===== config.mk =====
export PLATFORM = sky130hd
export DESIGN_NAME = material_sample_classifier_flat
export DESIGN_NICKNAME = d
export VERILOG_FILES = /design/src/design/msc_pkg.sv /design/src/design/msc_sample_if.sv /design/src/design/msc_material_if.sv /design/src/design/msc_cfg_regs.sv /design/src/design/msc_core.sv /design/src/design/msc_out_buf.sv /design/src/design/material_sample_classifier.sv /design/src/flat_wrapper.sv
export SDC_FILE = /design/constraint.sdc
export NUM_CORES = 1
export LEC_CHECK = 0
export BUFFER_PORTS_ARGS = -buffer_cell sky130_fd_sc_hd__clkbuf_2
export CAP_MARGIN = 15
export CORE_UTILIZATION = 54
export CTS_BUF_LIST = sky130_fd_sc_hd__clkbuf_8 sky130_fd_sc_hd__clkbuf_16
export DETAILED_ROUTE_END_ITERATION = 12
export GPL_TIMING_DRIVEN = 0
export PLACE_DENSITY = 0.76
export SLEW_MARGIN = 5
export SYNTH_ARGS = -nofsm -noshare
export SYNTH_HDL_FRONTEND = slang
export SYNTH_SLANG_ARGS = --single-unit

===== constraint.sdc =====
create_clock -name i_clk -period 3.2 [get_ports i_clk]
set_input_delay 0.48 -clock i_clk [delete_from_list [all_inputs] [get_ports i_clk]]
set_output_delay 0.48 -clock i_clk [all_outputs]
set_load 0.005 [all_outputs]

===== src/design/msc_pkg.sv =====
`timescale 1ns / 1ps
// ----------------------------------------------------------------------------
// msc_pkg: shared types and constants of the material sample classifier
// Field widths, register codes, reset values and the decision encoding.
// ----------------------------------------------------------------------------
package msc_pkg;

    localparam int SAMPLE_W   = 10;
    localparam int COUNT_W    = 4;
    localparam int HOLD_W     = 16;
    localparam int MAT_W      = 2;
    localparam int CFG_IDX_W  = 3;
    localparam int CFG_DATA_W = 16;

    // Configuration register indexes.
    localparam logic [CFG_IDX_W-1:0] CFG_MEASURE_LEVEL   = 3'd0;
    localparam logic [CFG_IDX_W-1:0] CFG_PLASTIC_LEVEL   = 3'd1;
    localparam logic [CFG_IDX_W-1:0] CFG_METAL_LEVEL     = 3'd2;
    localparam logic [CFG_IDX_W-1:0] CFG_PAPER_COUNT     = 3'd3;
    localparam logic [CFG_IDX_W-1:0] CFG_HOLDOFF_SAMPLES = 3'd4;

    // Reset values of the configuration registers.
    localparam logic [SAMPLE_W-1:0] RST_MEASURE_LEVEL   = 10'd840;
    localparam logic [SAMPLE_W-1:0] RST_PLASTIC_LEVEL   = 10'd740;
    localparam logic [SAMPLE_W-1:0] RST_METAL_LEVEL     = 10'd680;
    localparam logic [COUNT_W-1:0]  RST_PAPER_COUNT     = 4'd10;
    localparam logic [HOLD_W-1:0]   RST_HOLDOFF_SAMPLES = 16'd15000;

    // Reset value of the previous sample.
    localparam logic [SAMPLE_W-1:0] RST_LAST_SAMPLE = 10'd890;

    typedef enum logic [MAT_W-1:0] {
        MAT_NONE    = 2'd0,
        MAT_PLASTIC = 2'd1,
        MAT_METAL   = 2'd2,
        MAT_PAPER   = 2'd3
    } t_material;

    typedef struct packed {
        logic [SAMPLE_W-1:0] measure_level;
        logic [SAMPLE_W-1:0] plastic_level;
        logic [SAMPLE_W-1:0] metal_level;
        logic [COUNT_W-1:0]  paper_count;
        logic [HOLD_W-1:0]   holdoff_samples;
    } t_cfg;

endpackage


===== src/design/msc_sample_if.sv =====
`timescale 1ns / 1ps
// ----------------------------------------------------------------------------
// msc_sample_if: sample channel
// Valid/ready channel that carries one 10-bit converter reading per transfer.
// ----------------------------------------------------------------------------
interface msc_sample_if import msc_pkg::*; ();

    logic                valid;
    logic                ready;
    logic [SAMPLE_W-1:0] sample;

    modport source (output valid, output sample, input ready);
    modport sink   (input valid, input sample, output ready);

endinterface


===== src/design/msc_material_if.sv =====
`timescale 1ns / 1ps
// ----------------------------------------------------------------------------
// msc_material_if: decision channel
// Valid/ready channel that carries one 2-bit material decision per transfer.
// ----------------------------------------------------------------------------
interface msc_material_if import msc_pkg::*; ();

    logic             valid;
    logic             ready;
    logic [MAT_W-1:0] material;

    modport source (output valid, output material, input ready);
    modport sink   (input valid, input material, output ready);

endinterface


===== src/design/msc_cfg_regs.sv =====
`timescale 1ns / 1ps
// ----------------------------------------------------------------------------
// msc_cfg_regs: configuration register file
// Decodes the write port into the five threshold and count registers.
// ----------------------------------------------------------------------------
module msc_cfg_regs import msc_pkg::*; (
    input  logic                  i_clk,
    input  logic                  i_rst_n,
    input  logic                  i_cfg_we,
    input  logic [CFG_IDX_W-1:0]  i_cfg_idx,
    input  logic [CFG_DATA_W-1:0] i_cfg_data,
    output t_cfg                  o_cfg
);

    t_cfg r_cfg;
    t_cfg n_cfg;

    always_comb begin
        n_cfg = r_cfg;
        if (i_cfg_we) begin
            unique case (i_cfg_idx)
                CFG_MEASURE_LEVEL:   n_cfg.measure_level   = i_cfg_data[SAMPLE_W-1:0];
                CFG_PLASTIC_LEVEL:   n_cfg.plastic_level   = i_cfg_data[SAMPLE_W-1:0];
                CFG_METAL_LEVEL:     n_cfg.metal_level     = i_cfg_data[SAMPLE_W-1:0];
                CFG_PAPER_COUNT:     n_cfg.paper_count     = i_cfg_data[COUNT_W-1:0];
                CFG_HOLDOFF_SAMPLES: n_cfg.holdoff_samples = i_cfg_data[HOLD_W-1:0];
                default: ;
            endcase
        end
    end

    always_ff @(posedge i_clk) begin
        if (!i_rst_n) begin
            r_cfg.measure_level   <= RST_MEASURE_LEVEL;
            r_cfg.plastic_level   <= RST_PLASTIC_LEVEL;
            r_cfg.metal_level     <= RST_METAL_LEVEL;
            r_cfg.paper_count     <= RST_PAPER_COUNT;
            r_cfg.holdoff_samples <= RST_HOLDOFF_SAMPLES;
        end else begin
            r_cfg <= n_cfg;
        end
    end

    assign o_cfg = r_cfg;

endmodule


===== src/design/msc_core.sv =====
`timescale 1ns / 1ps
// ----------------------------------------------------------------------------
// msc_core: classification state and decision logic
// Holds the holdoff count, measuring flag, low count and previous sample,
// and forms the decision for the sample that is transferred this cycle.
// ----------------------------------------------------------------------------
module msc_core import msc_pkg::*; (
    input  logic                i_clk,
    input  logic                i_rst_n,
    input  t_cfg                i_cfg,
    input  logic                i_accept,
    input  logic [SAMPLE_W-1:0] i_sample,
    output t_material           o_material
);

    logic [HOLD_W-1:0]   r_holdoff;
    logic                r_measuring;
    logic [COUNT_W-1:0]  r_low_seen;
    logic [SAMPLE_W-1:0] r_last_sample;

    logic [HOLD_W-1:0]   n_holdoff;
    logic                n_measuring;
    logic [COUNT_W-1:0]  n_low_seen;

    logic                hold_busy;
    logic                above_measure;
    logic                low_sample;
    logic [COUNT_W-1:0]  low_inc;
    t_material           mat;

    assign hold_busy     = (r_holdoff != '0);
    assign above_measure = (i_sample > i_cfg.measure_level);
    assign low_inc       = (r_low_seen < i_cfg.paper_count) ? r_low_seen + 1'b1 : r_low_seen;

    always_comb begin
        n_holdoff   = r_holdoff;
        n_measuring = r_measuring;
        n_low_seen  = r_low_seen;
        mat         = MAT_NONE;

        // Holdoff or start/plastic step first; the low-sample step then sees
        // the updated measuring flag.
        if (hold_busy) begin
            n_holdoff = r_holdoff - 1'b1;
        end else if (above_measure) begin
            if (!r_measuring) begin
                n_measuring = 1'b1;
            end else if (r_last_sample < i_cfg.measure_level) begin
                mat         = MAT_PLASTIC;
                n_measuring = 1'b0;
            end
        end

        low_sample = n_measuring && (i_sample < i_cfg.measure_level)
                     && (i_sample < i_cfg.plastic_level);

        if (low_sample) begin
            n_low_seen = low_inc;
            if (i_sample < i_cfg.metal_level) begin
                mat         = MAT_METAL;
                n_measuring = 1'b0;
                n_holdoff   = i_cfg.holdoff_samples;
            end else if (low_inc >= i_cfg.paper_count) begin
                mat         = MAT_PAPER;
                n_measuring = 1'b0;
                n_low_seen  = '0;
                n_holdoff   = i_cfg.holdoff_samples;
            end
        end
    end

    always_ff @(posedge i_clk) begin
        if (!i_rst_n) begin
            r_holdoff     <= '0;
            r_measuring   <= 1'b1;
            r_low_seen    <= '0;
            r_last_sample <= RST_LAST_SAMPLE;
        end else if (i_accept) begin
            r_holdoff     <= n_holdoff;
            r_measuring   <= n_measuring;
            r_low_seen    <= n_low_seen;
            r_last_sample <= i_sample;
        end
    end

    assign o_material = mat;

endmodule


===== src/design/msc_out_buf.sv =====
`timescale 1ns / 1ps
// ----------------------------------------------------------------------------
// msc_out_buf: result register with skid stage
// Two-entry output buffer so a new sample is taken while a result waits.
// ----------------------------------------------------------------------------
module msc_out_buf import msc_pkg::*; (
    input  logic      i_clk,
    input  logic      i_rst_n,
    input  logic      i_push,
    input  t_material i_material,
    output logic      o_can_push,
    output logic      o_valid,
    input  logic      i_ready,
    output t_material o_material
);

    logic      r_main_valid;
    logic      r_skid_valid;
    t_material r_main;
    t_material r_skid;

    logic      n_main_valid;
    logic      n_skid_valid;
    t_material n_main;
    t_material n_skid;

    logic      take;

    assign take = r_main_valid && i_ready;

    always_comb begin
        n_main_valid = r_main_valid;
        n_skid_valid = r_skid_valid;
        n_main       = r_main;
        n_skid       = r_skid;
        if (!r_main_valid || take) begin
            // The main slot frees up: the older skid entry moves forward first.
            if (r_skid_valid) begin
                n_main       = r_skid;
                n_main_valid = 1'b1;
                n_skid_valid = i_push;
                n_skid       = i_material;
            end else begin
                n_main       = i_material;
                n_main_valid = i_push;
            end
        end else if (i_push) begin
            n_skid       = i_material;
            n_skid_valid = 1'b1;
        end
    end

    always_ff @(posedge i_clk) begin
        if (!i_rst_n) begin
            r_main_valid <= 1'b0;
            r_skid_valid <= 1'b0;
        end else begin
            r_main_valid <= n_main_valid;
            r_skid_valid <= n_skid_valid;
        end
        r_main <= n_main;
        r_skid <= n_skid;
    end

    assign o_can_push = !r_skid_valid;
    assign o_valid    = r_main_valid;
    assign o_material = r_main;

endmodule


===== src/design/material_sample_classifier.sv =====
`timescale 1ns / 1ps
// A decision is registered into the output buffer when its sample is taken.
// One sample per cycle is taken while the output buffer's skid slot is free.
// A two-entry output buffer keeps the input ready while one result waits.
// Reset (synchronous, active low) loads the default thresholds, sets measuring,
// clears the holdoff and low counts and empties the output buffer.
// ----------------------------------------------------------------------------
// material_sample_classifier: top level
// Classifies objects as plastic, metal or paper from converter samples.
// ----------------------------------------------------------------------------
module material_sample_classifier import msc_pkg::*; (
    input  logic                  i_clk,
    input  logic                  i_rst_n,
    input  logic                  i_cfg_we,
    input  logic [CFG_IDX_W-1:0]  i_cfg_idx,
    input  logic [CFG_DATA_W-1:0] i_cfg_data,
    msc_sample_if.sink            i_smp,
    msc_material_if.source        o_mat
);

    t_cfg      cfg;
    logic      accept;
    logic      can_push;
    t_material core_mat;
    t_material buf_mat;

    assign accept      = i_smp.valid && can_push;
    assign i_smp.ready = can_push;

    msc_cfg_regs u_cfg (
        .i_clk      (i_clk),
        .i_rst_n    (i_rst_n),
        .i_cfg_we   (i_cfg_we),
        .i_cfg_idx  (i_cfg_idx),
        .i_cfg_data (i_cfg_data),
        .o_cfg      (cfg)
    );

    msc_core u_core (
        .i_clk      (i_clk),
        .i_rst_n    (i_rst_n),
        .i_cfg      (cfg),
        .i_accept   (accept),
        .i_sample   (i_smp.sample),
        .o_material (core_mat)
    );

    msc_out_buf u_out (
        .i_clk      (i_clk),
        .i_rst_n    (i_rst_n),
        .i_push     (accept),
        .i_material (core_mat),
        .o_can_push (can_push),
        .o_valid    (o_mat.valid),
        .i_ready    (o_mat.ready),
        .o_material (buf_mat)
    );

    assign o_mat.material = buf_mat;

    // Every transfer in leaves a result pending in the next cycle.
    a_accept_gives_result: assert property (@(posedge i_clk) disable iff (!i_rst_n)
        (i_smp.valid && i_smp.ready) |=> o_mat.valid)
        else $error("no result after a sample transfer");

    // The input only stalls when both buffer entries are full.
    a_stall_means_full: assert property (@(posedge i_clk) disable iff (!i_rst_n)
        !i_smp.ready |-> o_mat.valid)
        else $error("input stalled with an empty output");

    // Reset empties the output buffer.
    a_reset_empties: assert property (@(posedge i_clk)
        !i_rst_n |=> (!o_mat.valid && i_smp.ready))
        else $error("output buffer not empty after reset");

endmodule


===== src/flat_wrapper.sv =====
// flat-port wrapper written by rule: the top's interface ports become plain ports
module material_sample_classifier_flat import msc_pkg::*;
  (i_clk, i_rst_n, i_cfg_we, i_cfg_idx, i_cfg_data, i_smp_valid, i_smp_sample, i_smp_ready, o_mat_valid, o_mat_material, o_mat_ready);
  msc_sample_if i_smp_i ();
  msc_material_if o_mat_i ();
  input  logic i_clk;
  input  logic i_rst_n;
  input  logic i_cfg_we;
  input  logic [CFG_IDX_W-1:0] i_cfg_idx;
  input  logic [CFG_DATA_W-1:0] i_cfg_data;
  input wire logic [$bits(i_smp_i.valid)-1:0] i_smp_valid;
  input wire logic [$bits(i_smp_i.sample)-1:0] i_smp_sample;
  output wire logic [$bits(i_smp_i.ready)-1:0] i_smp_ready;
  output wire logic [$bits(o_mat_i.valid)-1:0] o_mat_valid;
  output wire logic [$bits(o_mat_i.material)-1:0] o_mat_material;
  input wire logic [$bits(o_mat_i.ready)-1:0] o_mat_ready;
  assign i_smp_i.valid = i_smp_valid;
  assign i_smp_i.sample = i_smp_sample;
  assign i_smp_ready = i_smp_i.ready;
  assign o_mat_valid = o_mat_i.valid;
  assign o_mat_material = o_mat_i.material;
  assign o_mat_i.ready = o_mat_ready;
  material_sample_classifier u_core (.i_clk(i_clk), .i_rst_n(i_rst_n), .i_cfg_we(i_cfg_we), .i_cfg_idx(i_cfg_idx), .i_cfg_data(i_cfg_data), .i_smp(i_smp_i), .o_mat(o_mat_i));
endmodule

# After elaboration in Yosys (flattened, before gate mapping)
# Index checks and enable logic that the tools add are counted.
# word_totals
reg_bits	87
output_inout_bits	4
# op_classes
n_addsub	2
magnitude_cmp	7
eq_ne	5
muxes	29
reduce_logical	17
# op_table
cell	count
$mux W16	4
$lt A10 B10 Y1	4
$reduce_bool A16 Y1	1
$sub A16 B1 Y16 const B	1
$mux W1	15
$mux W2	7
$reduce_and A2 Y1	7
$mux W4	3
$gt A10 B10 Y1	1
$eq A3 B2 Y1 const B	2
$add A4 B1 Y4 const B	1
$ge A4 B4 Y1	1
$logic_and A1 B1 Y1	4
$lt A4 B4 Y1	1
$eq A3 B1 Y1 const B	1
$eq A3 B3 Y1 const B	1
$logic_not A3 Y1	1
$logic_not A1 Y1	2
$ne A2 B2 Y1 const B	1
$reduce_bool A2 Y1	1
$logic_or A1 B1 Y1	1

# Longest topological paths before layout
# depth
word_depth	10
ltp_mapped	16
depth_no_buf	15

# Cells and area by module
# From an unflattened synthesis, not the netlist that was laid out.
# unflattened
hier_cells	560
hier_area_um2	5128.7
# modules_own_cells
mod	n_inst	cells_each	area_each_um2	seq_area_each_um2
msc_core	1	347	2879.0	620.6
msc_cfg_regs	1	196	2009.4	1001.0
msc_out_buf	1	16	234.0	160.2
material_sample_classifier	1	1	6.3	0.0

# Least setup slack after synthesis
# Ideal clock, no wire load.
# synth_path
kind	register to register
from	register u_core.u_cfg.r_cfg, in the netlist u_core.u_cfg.o_cfg[17]
to	register u_core.u_core.r_holdoff[5]
setup_time_ps	74
arrival_ps	3309
required_ps	3126
path_slack_ps	-183
path_stages_with_launch	16
path_buffers	1
path_cell_list	dfxtp_1 -> inv_1 -> ha_1 -> a21o_1 -> a21o_1 -> a21oi_2 -> mux2_2 -> ha_1 -> a21o_1 -> a211oi_1 -> or2_1 -> a31o_1 -> buf_4 -> inv_2 -> or4_1 -> a31oi_1
# synth_via
elab_chain_len	6
# synth_rtl
item	line	source
from (decl)	msc_cfg_regs.sv:15	t_cfg r_cfg;
from (signal assigned)	msc_cfg_regs.sv:40	r_cfg <= n_cfg;
$lt A4 B4 Y1	msc_core.sv:33	assign low_inc = (r_low_seen < i_cfg.paper_count) ? r_low_seen + 1'b1 : r_low_seen;
$mux W4	msc_core.sv:33	
$ge A4 B4 Y1 (*)	msc_core.sv:63	end else if (low_inc >= i_cfg.paper_count) begin
$mux W16 (*)	msc_core.sv:63	
$mux W16 (*)	msc_core.sv:59	if (i_sample < i_cfg.metal_level) begin
$mux W16 (*)	msc_core.sv:57	if (low_sample) begin
to (signal assigned)	msc_core.sv:79	r_holdoff <= n_holdoff;
to (decl)	msc_core.sv:16	logic [HOLD_W-1:0] r_holdoff;
# Mark *: on every way between the ends. The rest lies on a longest branch, timed or not.
# A chain may end at the register's enable or synchronous reset.

# Final worst setup path
# layout_path
from	register u_core.u_core.r_low_seen[1]
to	register u_core.u_core.r_holdoff[1]
# layout_via
elab_chain_len	6
# layout_rtl
item	line	source
from (decl)	msc_core.sv:18	logic [COUNT_W-1:0] r_low_seen;
from (signal assigned)	msc_core.sv:81	r_low_seen <= n_low_seen;
$add A4 B1 Y4 or $lt A4 B4 Y1 (tied branches)	msc_core.sv:33	
$mux W4 (*)	msc_core.sv:33	
$ge A4 B4 Y1 (*)	msc_core.sv:63	
$mux W16 (*)	msc_core.sv:63	
$mux W16 (*)	msc_core.sv:59	
$mux W16 (*)	msc_core.sv:57	
# Marks and branches as above.

==> impl_metrics.csv <==
group,metric,value,unit
global_routing,antenna_found_initial,0,
critical_path,cp_max_fo,5,
timing,finalCriticalPeriod,3.20,ns
critical_path,crit_cells,13,
critical_path,crit_path_end_kind,"flop",
yosys,synth_cell_type_count,58,
routing,drc,0,
yosys,synth_area_leader_cell,"dfxtp_1",
power,p_clk_frac,0.327,
global_routing,grt-ovfl-total,0,
critical_path,cpPeakStageDelay,0.36,ns
layout,final_net_count,723,
floorplan,num_rows,33,
clock_tree,cts_tree,"yes",
critical_path,rr_worst_depth,13,
place,hpwl,9470,um
timing,setup_viol,0,
critical_path,arrival,3.45,ns
critical_path,critPathLaunchType,"flop",
clock_tree,htree_levels,3,
job,maxCapViolations,0,
outcome,status,"complete, no violations",
clock_tree,clock_latency,0.36,ns
hold_path,hold_path_class,"input port to flop",
floorplan,die_h,95.8,um
critical_path,critical_path.top_delay_family,"compound AO/OA/AOI/OAI gates",
yosys,ys_seq_area_frac,0.375,
yosys,avgSynthCellArea,8.14,um2
hold_path,whs_path_depth,3,
timing,setup_tns,0,ns
timing,fin_skew,0.0226,ns
power,switching_share,0.304,
floorplan,die_w,95.8,um
critical_path,path_common_cell,"a21o_1",
layout,drive_gt1_frac,0.144,
yosys,postSynthCellCount,584,
power,pwr-share-seq,0.416,
power,power_switching,910,uW
timing,finalCritPeriodShare,1.00,
routing,drt_iter0_drc,311,
power,p_per_area,542,nW/um2
timing,maxSlewHeadroom,0.488,
floorplan,core-area,8380,um2
place,io_buffer_count,36,
clock_tree,cts_buffers,9,
global_routing,grt_max_degree,15,
yosys,synth_edf_count,4,
yosys,ys_top_cells_by_area,"dfxtp_1, ha_1, nand2_1",
power,fin_total_pwr,3000,uW
floorplan,start_util,0.567,
timing,max_slew.worst_pin.slew,0.757,ns
yosys,async_reset_ff_frac,0,
global_routing,grt_pass1_wl,20700,um
routing,wl,12800,um
layout,area_growth_syn_to_layout,16.2,%
yosys,syn-cell-area,4750,um2
global_routing,track_usage,0.299,
critical_path,critPathKind,"flop to flop",
yosys,synth_top_area_frac,0.350,
routing,via_per_inst,5.97,
layout,fillers,701,
yosys,yosys_warnings,0,
floorplan,pin_count,38,
timing,final-hold-violation-count,0,
layout,utilization,0.659,
yosys,synth_top_cells_by_count,"nand2_1, dfxtp_1, a21oi_1",
clock_tree,cts_buffer_depth,2,
clock_tree,clkSinkCount,87,
routing,num_vias,4489,
yosys,synth_nets,665,
yosys,synth_seq_cells,87,
yosys,yosysMostFrequentCell,"nand2_1",
timing,fmax,0.313,GHz
critical_path,crit_required,3.45,ns
clock_tree,ctsRootBufferMaster,"clkbuf_8",
critical_path,critical_path_buf_inv_count,1,
critical_path,cp_slowest_cell,"dfxtp_4",
critical_path,crit_chain,"ha_4, a21o_1, a21o_1, a21oi_4, mux2_4, ha_4, a21o_1, a211oi_2, or2_1, a31o_1, buf_6, mux2_4, o221a_1",
yosys,synthFlopType,"dfxtp_1",
place,place_congestion,0.941,
power,pwr-share-comb,0.257,
power,power.internal,2090,uW
routing,final_antenna_net_count,0,
timing,drv_slew,0,
routing,drtPass1Iterations,5,
floorplan,die_area,9180,um2
power,ir_drop,0.307,mV
layout,n_antenna_cell,0,
clock_tree,clk_pin_slew,0.09,ns
global_routing,grt_pass1_vias,4207,
power,p_leak,0.00241,uW
timing,grt_setup_unrepaired,"true",
routing,wl_per_cell,17.1,um
power groups by stage:
stage                     combinational (uW)  clock, uW  sequential, uW
final                                    770        978            1250
after global routing                     838       1030            1260
after CTS                                741        985            1240
after detailed placement                 688          0            1270
after global placement                   662          0            1260
after floorplan                          511          0            1250
cells by family (layout without fill, tap and decap cells):
logic type	Yosys count	after routing	share of synthesized area
AND/OR/NAND/NOR	235	235	0.231
AO/OA/AOI/OAI	127	127	0.172
flip-flops	87	87	0.375
buffers and inverters	67	130	0.0548
adder cells (fa/ha/maj)	47	47	0.124
multiplexers	18	18	0.0390
XOR/XNOR	3	3	0.00553
timing repair:
item,4_1_cts,5_1_grt
resized for setup,17,7
cloned,0,0
hold endpoints to repair,0,0
pin swaps,14,4
hold buffers,0,0
setup buffers,10,1
setup endpoints to repair,21,22
cells in the final DEF (no fill, tap or decap), types with 4 or more instances in the layout:
cell type,netlist,routed
nand2_1,127,127
dfxtp_1,83,81
a21oi_1,48,47
ha_1,47,45
inv_1,41,43
clkbuf_2,0,36
nand3_1,25,25
nor2_1,22,21
clkbuf_1,20,20
o211ai_1,16,16
o21ai_0,14,14
mux2i_1,14,14
nor3_1,14,11
buf_4,1,10
clkbuf_8,0,9
nand4_1,8,8
a31oi_1,7,7
nand2b_1,6,6
a21o_1,6,6
a211oi_1,7,6
or4_1,5,5
o22ai_1,5,5
nor2b_1,4,4
o21a_1,4,4
bufinv_16,0,4
edfxtp_1,4,4
area by class of cell:
cell class / count / area [um2] / area share
repair buffers: 47 / 267 / 0.0482
well taps: 105 / 131 / 0.0238
clock buffers: 9 / 124 / 0.0224
clock inverters: 7 / 131 / 0.0238
multi-input cells: 430 / 2800 / 0.506
flip-flops and latches: 87 / 1790 / 0.323
inverters: 42 / 165 / 0.0299
plain buffers: 25 / 123 / 0.0222
worst min-delay path: cells and delay by family:
kind | cells | cell delay [ns]
buf+inv | 1 | 0.08
simple gates | 2 | 0.10
final timing paths:
path / start / endpoint / slack [ns]
setup / recovery: u_core.u_core.r_low_seen[1]$_SDFFE_PN0P_ / u_core.u_core.r_holdoff[1]$_SDFFE_PN0P_ / 0.0007
setup reg to reg: u_core.u_core.r_low_seen[1]$_SDFFE_PN0P_ / u_core.u_core.r_holdoff[1]$_SDFFE_PN0P_ / 0.0007
hold / removal: i_cfg_data[12] / u_core.u_cfg.o_cfg[12]$_SDFFE_PN1P_ / 0.33
hold reg to reg: u_core.u_cfg.o_cfg[1]$_SDFFE_PN0P_ / u_core.u_cfg.o_cfg[1]$_SDFFE_PN0P_ / 0.46
registers in the layout, summed over array words and instances, names as in the netlist:
signal,cells
u_core.u_out.r_skid,2
u_core.u_core.r_holdoff,16
u_core.u_core.r_low_seen,4
u_core.u_core.r_last_sample,10
u_core.u_cfg.o_cfg,50
u_core.u_out.r_skid_valid,1
u_core.u_core.r_measuring,1
u_core.u_out.o_valid,1
u_core.u_out.o_material,2
routing by layer:
| layer | vias up | GRT usage | wire, um |
|---|---|---|---|
| li1 | 2180 | - | - |
| met1 | 2095 | 0.402 | 5590 |
| met2 | 189 | 0.486 | 5990 |
| met3 | 25 | 0.0513 | 1010 |
| met4 | 0 | 0.0983 | 240 |
| met5 | - | 0 | 0 |
per-stage QoR:
| step | hold slack [ns] | instances | worst slack, ns | cell area (um2) |
|---|---|---|---|---|
| floorplan | 0.430 | 584 | 0.0153 | 4770 |
| CTS | 0.324 | 751 | -0.0327 | 5480 |
| finish | 0.325 | 752 | 0.000674 | 5530 |
| global route | 0.330 | 752 | -0.156 | 5530 |
| detailed placement | 0.444 | 725 | -0.285 | 5080 |
| global placement | 0.437 | 725 | -0.224 | 5080 |
(Power assumes the default switching activity.)
